[src/hdl/lzwd_pkg.sv]
`default_nettype none

package lzwd_pkg;

   // default geometry
   localparam int DEF_POS_BITS  = 12;
   localparam int DEF_LEN_BITS  = 4;
   localparam int DEF_MAX_MATCH = 18;

   // shortest match that a length code describes
   localparam int MIN_LEN = 3;

   // value of a window byte never written since reset
   localparam logic [7:0] FILL_BYTE = 8'h20;

   // token kinds
   localparam logic CMD_LITERAL = 1'b0;
   localparam logic CMD_MATCH   = 1'b1;

   typedef enum logic [1:0] {
      ST_IDLE,
      ST_READ,
      ST_DRAIN,
      ST_EMIT
   } state_type;

   // controller to datapath
   typedef struct packed {
      logic tok_load;
      logic rd_step;
      logic emit_step;
   } dp_cmd_type;

   // datapath to controller
   typedef struct packed {
      logic rd_last;
      logic em_last;
      logic out_free;
   } dp_stat_type;

endpackage

`default_nettype wire

[src/hdl/lzwd_ctrl.sv]
`default_nettype none

module lzwd_ctrl (
   input  wire logic               clock,
   input  wire logic               reset,
   input  wire logic               req_valid,
   input  wire logic               req_cmd,
   output logic                    req_ready,
   input  wire lzwd_pkg::dp_stat_type stat,
   output lzwd_pkg::dp_cmd_type    cmd
);
   import lzwd_pkg::*;

   state_type state_ff;
   state_type state_in;

   // state register
   always_ff @(posedge clock) begin
      if (reset) begin
         state_ff <= ST_IDLE;
      end else begin
         state_ff <= state_in;
      end
   end

   // next state and commands
   always_comb begin
      state_in      = state_ff;
      req_ready     = 1'b0;
      cmd.tok_load  = 1'b0;
      cmd.rd_step   = 1'b0;
      cmd.emit_step = 1'b0;
      unique case (state_ff)
         ST_IDLE: begin
            req_ready = 1'b1;
            if (req_valid) begin
               cmd.tok_load = 1'b1;
               state_in     = (req_cmd == CMD_MATCH) ? ST_READ : ST_EMIT;
            end
         end
         ST_READ: begin
            cmd.rd_step = 1'b1;
            if (stat.rd_last) begin
               state_in = ST_DRAIN;
            end
         end
         ST_DRAIN: begin
            // last window read lands in the snapshot
            state_in = ST_EMIT;
         end
         ST_EMIT: begin
            if (stat.out_free) begin
               cmd.emit_step = 1'b1;
               if (stat.em_last) begin
                  state_in = ST_IDLE;
               end
            end
         end
         default: begin
            state_in = ST_IDLE;
         end
      endcase
   end

endmodule

`default_nettype wire

[config.mk]
export PLATFORM = sky130hd
export DESIGN_NAME = lzwd_ctrl
export DESIGN_NICKNAME = d
export VERILOG_FILES = /design/src/hdl/lzwd_pkg.sv /design/src/hdl/lzwd_ctrl.sv
export SDC_FILE = /design/constraint.sdc
export NUM_CORES = 1
export LEC_CHECK = 0
export BUFFER_PORTS_ARGS = -buffer_cell sky130_fd_sc_hd__buf_2
export CELL_PAD_IN_SITES_DETAIL_PLACEMENT = 0
export CELL_PAD_IN_SITES_GLOBAL_PLACEMENT = 1
export CORE_AREA = 4 4 41 43
export CTS_CLUSTER_SIZE = 25
export DETAILED_ROUTE_END_ITERATION = 6
export DIE_AREA = 0 0 45 47
export PLACE_DENSITY = 0.45
export SETUP_SLACK_MARGIN = 0.3
export SLEW_MARGIN = 20
export SYNTH_ARGS = -nofsm -noshare
export SYNTH_HDL_FRONTEND = slang
export SYNTH_SLANG_ARGS = --single-unit
export TNS_END_PERCENT = 50
[constraint.sdc]
create_clock -name clock -period 2.4 [get_ports clock]
set_clock_uncertainty 0.2 [all_clocks]
set_input_delay 0.24 -clock clock [delete_from_list [all_inputs] [get_ports clock]]
set_output_delay 0.24 -clock clock [all_outputs]
set_load 0.02 [all_outputs]
== Word level (Yosys, flattened, before mapping) ==
Cells that the tools add are included.
Word-level totals
  register bits after elaboration: 2
  latch bits: 0
  bits in writable memories: 0
  memory bits (read-only): 0
  bits of input ports: 7
  word-level logic and storage cells: 22
  memories kept: 0
Operators by class
  add/subtract/negate cells: 0
  multiply operators: 0
  divide/modulo/power cells: 0
  $lt $le $gt $ge: 0
  equality and inequality tests: 7
  shift operators: 0
  muxes and demuxes: 12
  bitwise operators: 0
  reductions and logical operators: 2
Operators with widths (number)
  $mux 2: 5
  $ne 2x2->1 const B: 4
  $pmux 2 s4: 1
  $mux 1: 6
  $eq 2x2->1 const B: 2
  $reduce_and 4->1: 1
  $eq 2x1->1 const B: 1
  $logic_not 2->1: 1

== Logic depth before layout (Yosys ltp) ==
Gate-level depths: netlist of run 1.
  word-level depth: 3
  mapped depth: 5

== Worst setup path before layout of run 1 ==
No wires, ideal clock.
  path type: reg-to-reg
  start point: register state_ff[0]
  end point: register state_ff[1]
  library setup time: 0.123 ns
  arrival: 1.529 ns
  data required time: 2.077 ns
  path slack: 0.548 ns
  cell stages (with the launch flop): 5
  buffers on the path: 0
  period minus slack after synthesis: 1.852 ns
  cells stage by stage: dfxtp_1 inv_1 ha_1 a222oi_1 mux2_1
On the way
  word-level cells in the longest chain between the ends: 3
Ends and longest elaborated chain
  start: declaration: RTL line lzwd_ctrl.sv:14  | state_type state_ff;
  start signal: assignment: RTL line lzwd_ctrl.sv:22  | state_ff <= state_in;
  $eq 2x1->1, or another cell as far along: RTL line lzwd_ctrl.sv:33  | unique case (state_ff)
  $ne 2x2->1 (no line)
  $reduce_and 4->1 (no line)
Parallel ways exist; a longest one is shown, timed or not.
A chain may end at the register's enable or synchronous reset.

== Final worst setup path of run 1 ==
Same ends and word-level chain as after synthesis.

==> results.cfg, run 1 <==
[logic_synthesis]
synth_area_um2 = 189
ys_types = 13
ys_warn_count = 0
yosysTopAreaCellShare_pct = 26.5
ys_ff_latch = 2
syn_inst = 22
synth_edf_count = 0
synthFlopType = dfxtp_1
synth_common_cells = 4 x ha_1, 4 x inv_1, 3 x nand2b_1
async_reset_ff_share_pct = 0
synth_top_cells_by_area = ha_1 26%, dfxtp_1 21%, nand2b_1 9.9%, inv_1 7.9%, mux2_1 6.0%
synth_seq_area_share_pct = 21.2
avgSynthCellArea_um2 = 8.59
yosysTopAreaCell = ha_1
syn-num-nets = 33

[cts]
root_buffer = clkbuf_4
cts_htree_levels = 1
cts.sinks = 2
clk_path_buf_depth = 2
clk_latency_ps = 220
cts_made_buffers = 3
clk_pin_slew_ps = 30
hold_buffers = 0
cts_tree = yes

[worst_setup_path]
cp-startpoint = state_ff[0]
r2r_cells = 5
critPathCaptureType = flip-flop
worst_setup_path_start_kind = flip-flop
crit_arrival_ps = 1790
r2r-end = state_ff[1]
r2r-start = state_ff[0]
critical_path_peak_fanout = 6
crit_type = flip-flop to flip-flop
crit_required_ps = 2300
critPathCapture = state_ff[1]
r2r_slack_ps = 520

[cells_and_area]
multi_input_area_um2 = 134
nNetsFinal = 50
reg_top3 = state_ff x2
top_register = state_ff
drive_above_1_share_pct = 43.2
num_antenna_cells = 0
largest_register_ffs = 2
area_delta_synth_final_pct = 56.3
fillers = 158
final-seq-area_um2 = 40.0

[global_route]
first_global_vias = 187
grt_max_degree = 7
grt_pass1_wl_um = 752
overflow = 0
track_usage_pct = 5.04
antenna_found_initial = 0

[sta]
tns_ps = 0
grt_setup_unrepaired = false
max_freq_mhz = 531
hold_viol = 0
maxSlewHeadroom_pct = 81.3
finalCriticalPeriod_ps = 1880
period_share_pct = 78.5
tightest_slew_ps = 280
fin_ws_ps = 516
holdWs_ps = 138
setup_violations = 0
drv_slew = 0

[pwr]
leakage_uw = 0.000163
powerDensity_nw_per_um2 = 1160
ir_drop_mv = 0.335

[drt]
drc = 0
first_pass_iters = 4
wl_per_cell_um = 8.65
antenna_left = 0
first_iter_violations = 7
routed_wirelength_um = 450
avgViaCountPerCell = 3.71
num_vias = 193

[placement]
io_buffers = 10
gp_congestion = 0.705
place_hpwl_um = 364
dp_slack_ps = 448

[die]
io_pins = 11
die_w_um = 45
start_util_pct = 14.5
die_y_um = 47
core_um2 = 1300
design.die.area_um2 = 2120
rows = 13

[flow_run]
drv_cap = 0

[run_status]
status = completed

[hold_path]
hp-class = primary input to flip-flop
## cell families after synthesis
logic type | after synthesis | synth area share (%)
simple gates | 7 | 21.2
buf+inv | 4 | 7.94
fa+ha+maj | 4 | 26.5
compound gates | 3 | 11.9
mux | 2 | 11.3
flops | 2 | 21.2
## report_power, final
part           internal, uW  switching, uW
Clock                  55.1           17.8
Combinational          97.8            108
Sequential             48.7           14.3
Total                   202            140
## layout by cell type, fill, tap and decap left out
master / netlist / routed
nand2b_1: 3 / 3
o21bai_1: 1 / 1
dfxtp_1: 2 / 2
a222oi_1: 1 / 1
and2_2: 1 / 1
inv_1: 4 / 4
mux2_1: 1 / 1
nand2_1: 1 / 1
clkbuf_4: 0 / 3
buf_4: 0 / 2
mux2i_1: 1 / 1
and2_1: 1 / 1
a21oi_1: 1 / 1
nor2_1: 1 / 1
ha_1: 4 / 4
buf_2: 0 / 10
## layer usage
layer  vias up  part of all wire (%)  global-route usage [%]
met5         -                     0                       0
met4         0                     0                    1.75
met3         0                    14                    3.45
met2        12                    38                    7.06
met1        79                    47                    6.09
li1        102                     -                       -
## worst min-delay path by stage
stage,start,end,depth (start not counted)
final,reset,state_ff[0],3
after global routing,reset,state_ff[0],3
after CTS,reset,state_ff[0],3
after floorplan,reset,state_ff[0],2
after global placement,state_ff[0],state_ff[0],2
after detailed placement,state_ff[0],state_ff[0],2
## critical path, stage by stage, from the launching register on
cell and delay (ps):
dfxtp_1 370, inv_1 80, ha_1 260, a222oi_1 360, buf_4 180, mux2_1 310
## area by class of cell
type | count | share of cell area, %
clock buffers | 3 | 7.63
inverters | 4 | 5.08
multi-input cells | 16 | 45.3
flip-flops and latches | 2 | 13.6
well taps | 15 | 6.36
repair buffers | 12 | 22.0
## stage by stage
stage,cells,utilization [%],area (um2),power [uW]
final,52,22.7,295,341
after CTS,50,21.5,280,322
after floorplan,22,-,189,196
after global routing,52,22.7,295,379
after global placement,47,19.8,258,243
after detailed placement,47,19.8,258,246
## repair_timing
item,4_1_cts,5_1_grt
buffers inserted,0,2
endpoints found under the setup margin,0,1
gates resized for setup,0,0
(Power assumes the default switching activity.)
==> run 2, diff against run 1 <==
--- a/config.mk
+++ b/config.mk
@@ -12,7 +12,7 @@
 export CTS_CLUSTER_SIZE = 25
 export DETAILED_ROUTE_END_ITERATION = 6
 export DIE_AREA = 0 0 45 47
-export PLACE_DENSITY = 0.45
+export PLACE_DENSITY = 0.47
 export SETUP_SLACK_MARGIN = 0.3
 export SLEW_MARGIN = 20
 export SYNTH_ARGS = -nofsm -noshare
==> constraint.sdc (replaced) <==
create_clock -name clock -period 1.6 [get_ports clock]
set_clock_uncertainty 0.2 [all_clocks]
set_input_delay 0.16 -clock clock [delete_from_list [all_inputs] [get_ports clock]]
set_output_delay 0.16 -clock clock [all_outputs]
set_load 0.02 [all_outputs]
==> results.cfg, run 2 (synthesis gave the netlist of run 1 again) <==
[run_status]
status = complete, but fails checks
violations = setup timing

[hold_path]
hp-start = reset
hp-class = primary input to flip-flop
hold_depth = 3
hold_end = state_ff[0]

[cts]
clk_path_buf_depth = 2
cts_tree = yes
root_buffer = clkbuf_4
clk_pin_slew_ps = 30
cts.sinks = 2
clk_latency_ps = 230
cts_htree_levels = 1
cts_made_buffers = 3

[global_route]
overflow = 0
grt_util_met3_pct = 1.15
track_usage_pct = 5.99
antenna_found_initial = 0
first_global_vias = 248
grt.busiest_layer = met2
grt_max_degree = 6
grtUsageMet2_pct = 10.5
grt_pass1_wl_um = 890
grt_util_met1_pct = 6.11

[worst_setup_path]
critPathTopFamily = flip-flops
crit_chain = inv_4, ha_4, a222oi_1, buf_4, mux2_4
crit_required_ps = 1500
crit_type = flip-flop to flip-flop
r2r_slack_ps = -70
worst_setup_path_start_kind = flip-flop
slowest_stage = dfxtp_4
r2r-end = state_ff[1]
cpPeakStageDelay_ps = 380
crit_cells = 5
critical_path_peak_fanout = 4
r2r_cells = 5
r2r-start = state_ff[0]
cp_num_buf_inv = 2
crit_arrival_ps = 1570
critPathCaptureType = flip-flop

[cells_and_area]
reg_top3 = state_ff x2
final_common_cell = buf_2
nNetsFinal = 54
num_antenna_cells = 0
largest_register_ffs = 2
final_cell_area_um2 = 390
top_register = state_ff
mostFrequentLayoutCells = 7 x buf_2, 6 x buf_4, 3 x nand2b_1, 3 x clkbuf_4, 3 x buf_6
drive_above_1_share_pct = 64.3
fin_cells = 57
area_delta_synth_final_pct = 107

[sta]
drv_slew = 0
period_share_pct = 104
fin_ws_ps = -67.8
grt_setup_unrepaired = true
maxSlewHeadroom_pct = 80.8
max_freq_mhz = 600
holdWs_ps = 38.2
tightest_slew_ps = 287
setup_violations = 2
finalCriticalPeriod_ps = 1670
hold_viol = 0

[drt]
first_iter_violations = 2
routed_wirelength_um = 524
avgViaCountPerCell = 3.60
first_pass_iters = 4
antenna_left = 0
num_vias = 205
wl_per_cell_um = 9.19
drc = 0

[placement]
place_area_um2 = 318
io_buffers = 10
gp_congestion = 0.654
numPlacedInstances = 51

[die]
rows = 13
core_um2 = 1300
start_util_pct = 14.5
die_w_um = 45
design.die.area_um2 = 2120
die_y_um = 47
io_pins = 11

[flow_run]
drv_cap = 0

[pwr]
leakage_uw = 0.000194
ir_drop_mv = 0.486
powerDensity_nw_per_um2 = 1880
[run 2: changes by cell type in the layout (fill, tap and decap cells not counted), moves of 2 or more]
cell and delta:
ha_4 +2, inv_1 -2, buf_2 -3, inv_4 +2, buf_6 +3, dfxtp_4 +2, buf_4 +4, ha_1 -2
dfxtp_1 -2
[run 2: worst max path at each step]
stage	endpoint	startpoint
6_report	state_ff[1]	state_ff[0]
5_1_grt	state_ff[1]	state_ff[0]
4_1_cts	state_ff[1]	state_ff[0]
3_5_place_dp	state_ff[1]	state_ff[1]
3_3_place_gp	state_ff[1]	state_ff[1]
2_1_floorplan	state_ff[1]	state_ff[0]
[run 2: layout make-up]
| type | instances | area [um2] |
|---|---|---|
| inverters | 4 | 20.0 |
| well taps | 15 | 18.8 |
| fillers | 156 | 911 |
| clock buffers | 4 | 26.3 |
| repair buffers | 16 | 114 |
| multi-input cells | 16 | 164 |
| flip-flops and latches | 2 | 47.5 |
[run 2: tightest hold or removal path, cell delays in order]
cell,delay (ps)
buf_2,100
nand2b_1,100
mux2i_1,60
[run 2: repair_timing]
action,in CTS,in global routing
hold buffers,0,0
buffers inserted,2,0
gates resized for setup,9,2
setup endpoints to repair,6,6
pin swaps,1,0
[run 2: per-layer routing]
layer  vias up  part of all wire [%]  wire length, um
met1        85                    45              236
met2        10                    45              234
li1        110                     -                -
met5         -                     0                0
met4         0                     0                0
met3         0                    10               53
[run 2: through the flow]
step	total power (uW)	util, %	TNS (ps)	worst slack [ps]
after CTS	732	29.5	-156	-88.9
after global placement	489	24.4	-140	-140
after detailed placement	492	24.4	-120	-120
after global routing	795	30.0	-412	-192
after floorplan	366	-	-106	-106
final	734	30.0	-108	-67.8
[run 2: power by group]
| part | switching, uW | leakage (uW) | total [uW] | internal, uW |
|---|---|---|---|---|
| combinational | 202 | 0.000161 | 486 | 284 |
| sequential | 38.5 | 0.0000178 | 125 | 86.5 |
| clock | 30.8 | 0.0000150 | 124 | 92.7 |
==> run 3, diff against run 2 <==
--- a/config.mk
+++ b/config.mk
@@ -9,6 +9,7 @@
 export CELL_PAD_IN_SITES_DETAIL_PLACEMENT = 0
 export CELL_PAD_IN_SITES_GLOBAL_PLACEMENT = 1
 export CORE_AREA = 4 4 41 43
+export CTS_BUF_LIST = sky130_fd_sc_hd__clkbuf_4 sky130_fd_sc_hd__clkbuf_8
 export CTS_CLUSTER_SIZE = 25
 export DETAILED_ROUTE_END_ITERATION = 6
 export DIE_AREA = 0 0 45 47
==> results.cfg, run 3 (synthesis gave the netlist of run 1 again) <==
[run_status]
status = complete, but fails checks
violations = setup timing

[drt]
first_iter_violations = 2
first_pass_iters = 4
drc = 0
wl_per_cell_um = 9.18
num_vias = 205
routed_wirelength_um = 523
avgViaCountPerCell = 3.60
antenna_left = 0

[sta]
finalCriticalPeriod_ps = 1670
setup_violations = 2
maxSlewHeadroom_pct = 80.8
fin_ws_ps = -68.3
hold_viol = 0
grt_setup_unrepaired = true
tightest_slew_ps = 287
holdWs_ps = 39.5
period_share_pct = 104
drv_slew = 0
max_freq_mhz = 599

[worst_setup_path]
critical_path_peak_fanout = 4
crit_chain = inv_4, ha_4, a222oi_1, buf_4, mux2_4
crit_arrival_ps = 1570
cpPeakStageDelay_ps = 380
crit_required_ps = 1500
critPathCaptureType = flip-flop
crit_type = flip-flop to flip-flop
slowest_stage = dfxtp_4
worst_setup_path_start_kind = flip-flop

[pwr]
finalPower_uw = 751
leakage_uw = 0.000198
powerDensity_nw_per_um2 = 1910
ir_drop_mv = 0.548

[cts]
cts_tree = yes
clk_pin_slew_ps = 40
clk_path_buf_depth = 2
clk_latency_ps = 230
cts_htree_levels = 1
root_buffer = clkbuf_4
cts.sinks = 2
cts_made_buffers = 3

[cells_and_area]
nNetsFinal = 54
fillers = 156
largest_register_ffs = 2
drive_above_1_share_pct = 66.7
fin_util_pct = 30.3
final_common_cell = buf_2
num_antenna_cells = 0
top_register = state_ff
mostFrequentLayoutCells = 7 x buf_2, 6 x buf_4, 4 x clkbuf_4, 3 x nand2b_1, 3 x buf_6
reg_top3 = state_ff x2
final_cell_area_um2 = 394
area_delta_synth_final_pct = 109

[die]
die_y_um = 47
die_w_um = 45
core_um2 = 1300
io_pins = 11
start_util_pct = 14.5
rows = 13
design.die.area_um2 = 2120

[global_route]
track_usage_pct = 5.99
grt_max_degree = 6
antenna_found_initial = 0
first_global_vias = 248
overflow = 0
grt_pass1_wl_um = 890

[placement]
gp_congestion = 0.654
io_buffers = 10
place_area_um2 = 318
dp_slack_ps = -120

[hold_path]
hp-class = primary input to flip-flop

[flow_run]
drv_cap = 0
run 3: changes by cell type in the layout (fill, tap and decap cells not counted):
cell	before	now
clkbuf_1	1	0
clkbuf_4	3	4
run 3: critical path: cells and delay by family, from the launching register on:
| family | cells | cell delay [ps] |
|---|---|---|
| buffers and inverters | 2 | 220 |
| muxes | 1 | 280 |
| DFF | 1 | 380 |
| adders and majority gates | 1 | 150 |
| AOI/OAI and AO/OA | 1 | 310 |
run 3: power breakdown:
part,leakage [uW],switching (uW),internal [uW]
registers,0.0000178,38.5,86.5
clock network,0.0000184,30.4,110
logic,0.000161,202,284
total,0.000198,271,480
run 3: layer usage:
layer	track usage, %	wire (um)
met1	6.11	237
met2	10.5	231
met3	1.15	53
met4	5.26	0
met5	0	0
run 3: worst paths after layout:
check	startpoint	to	slack, ps	cells after the start
max	state_ff[0]	state_ff[1]	-70	5
min	reset	state_ff[0]	40	3
max reg2reg	state_ff[0]	state_ff[1]	-70	5
min reg2reg	state_ff[0]	state_ff[0]	330	2
run 3: what timing repair did:
action                                  4_1_cts  5_1_grt
endpoints found under the setup margin        6        6
setup buffers                                 2        0
resized for setup                             9        2
hold buffers                                  0        0
pin swaps                                     1        0
gates cloned                                  0        0
run 3: layout make-up:
class                      instances  area (um2)  share of cell area [%]
multi-input combinational         16         164                    41.6
clock buffer                       4        30.0                    7.62
tap                               15        18.8                    4.76
inverter                           4        20.0                    5.08
timing repair buffer              16         114                    28.9
sequential                         2        47.5                    12.1
run 3: stage by stage:
stage | std cells | setup TNS [ps]
finish | 57 | -108
global route | 57 | -414
CTS | 57 | -155
detailed placement | 51 | -120
global placement | 51 | -140
floorplan | 22 | -106
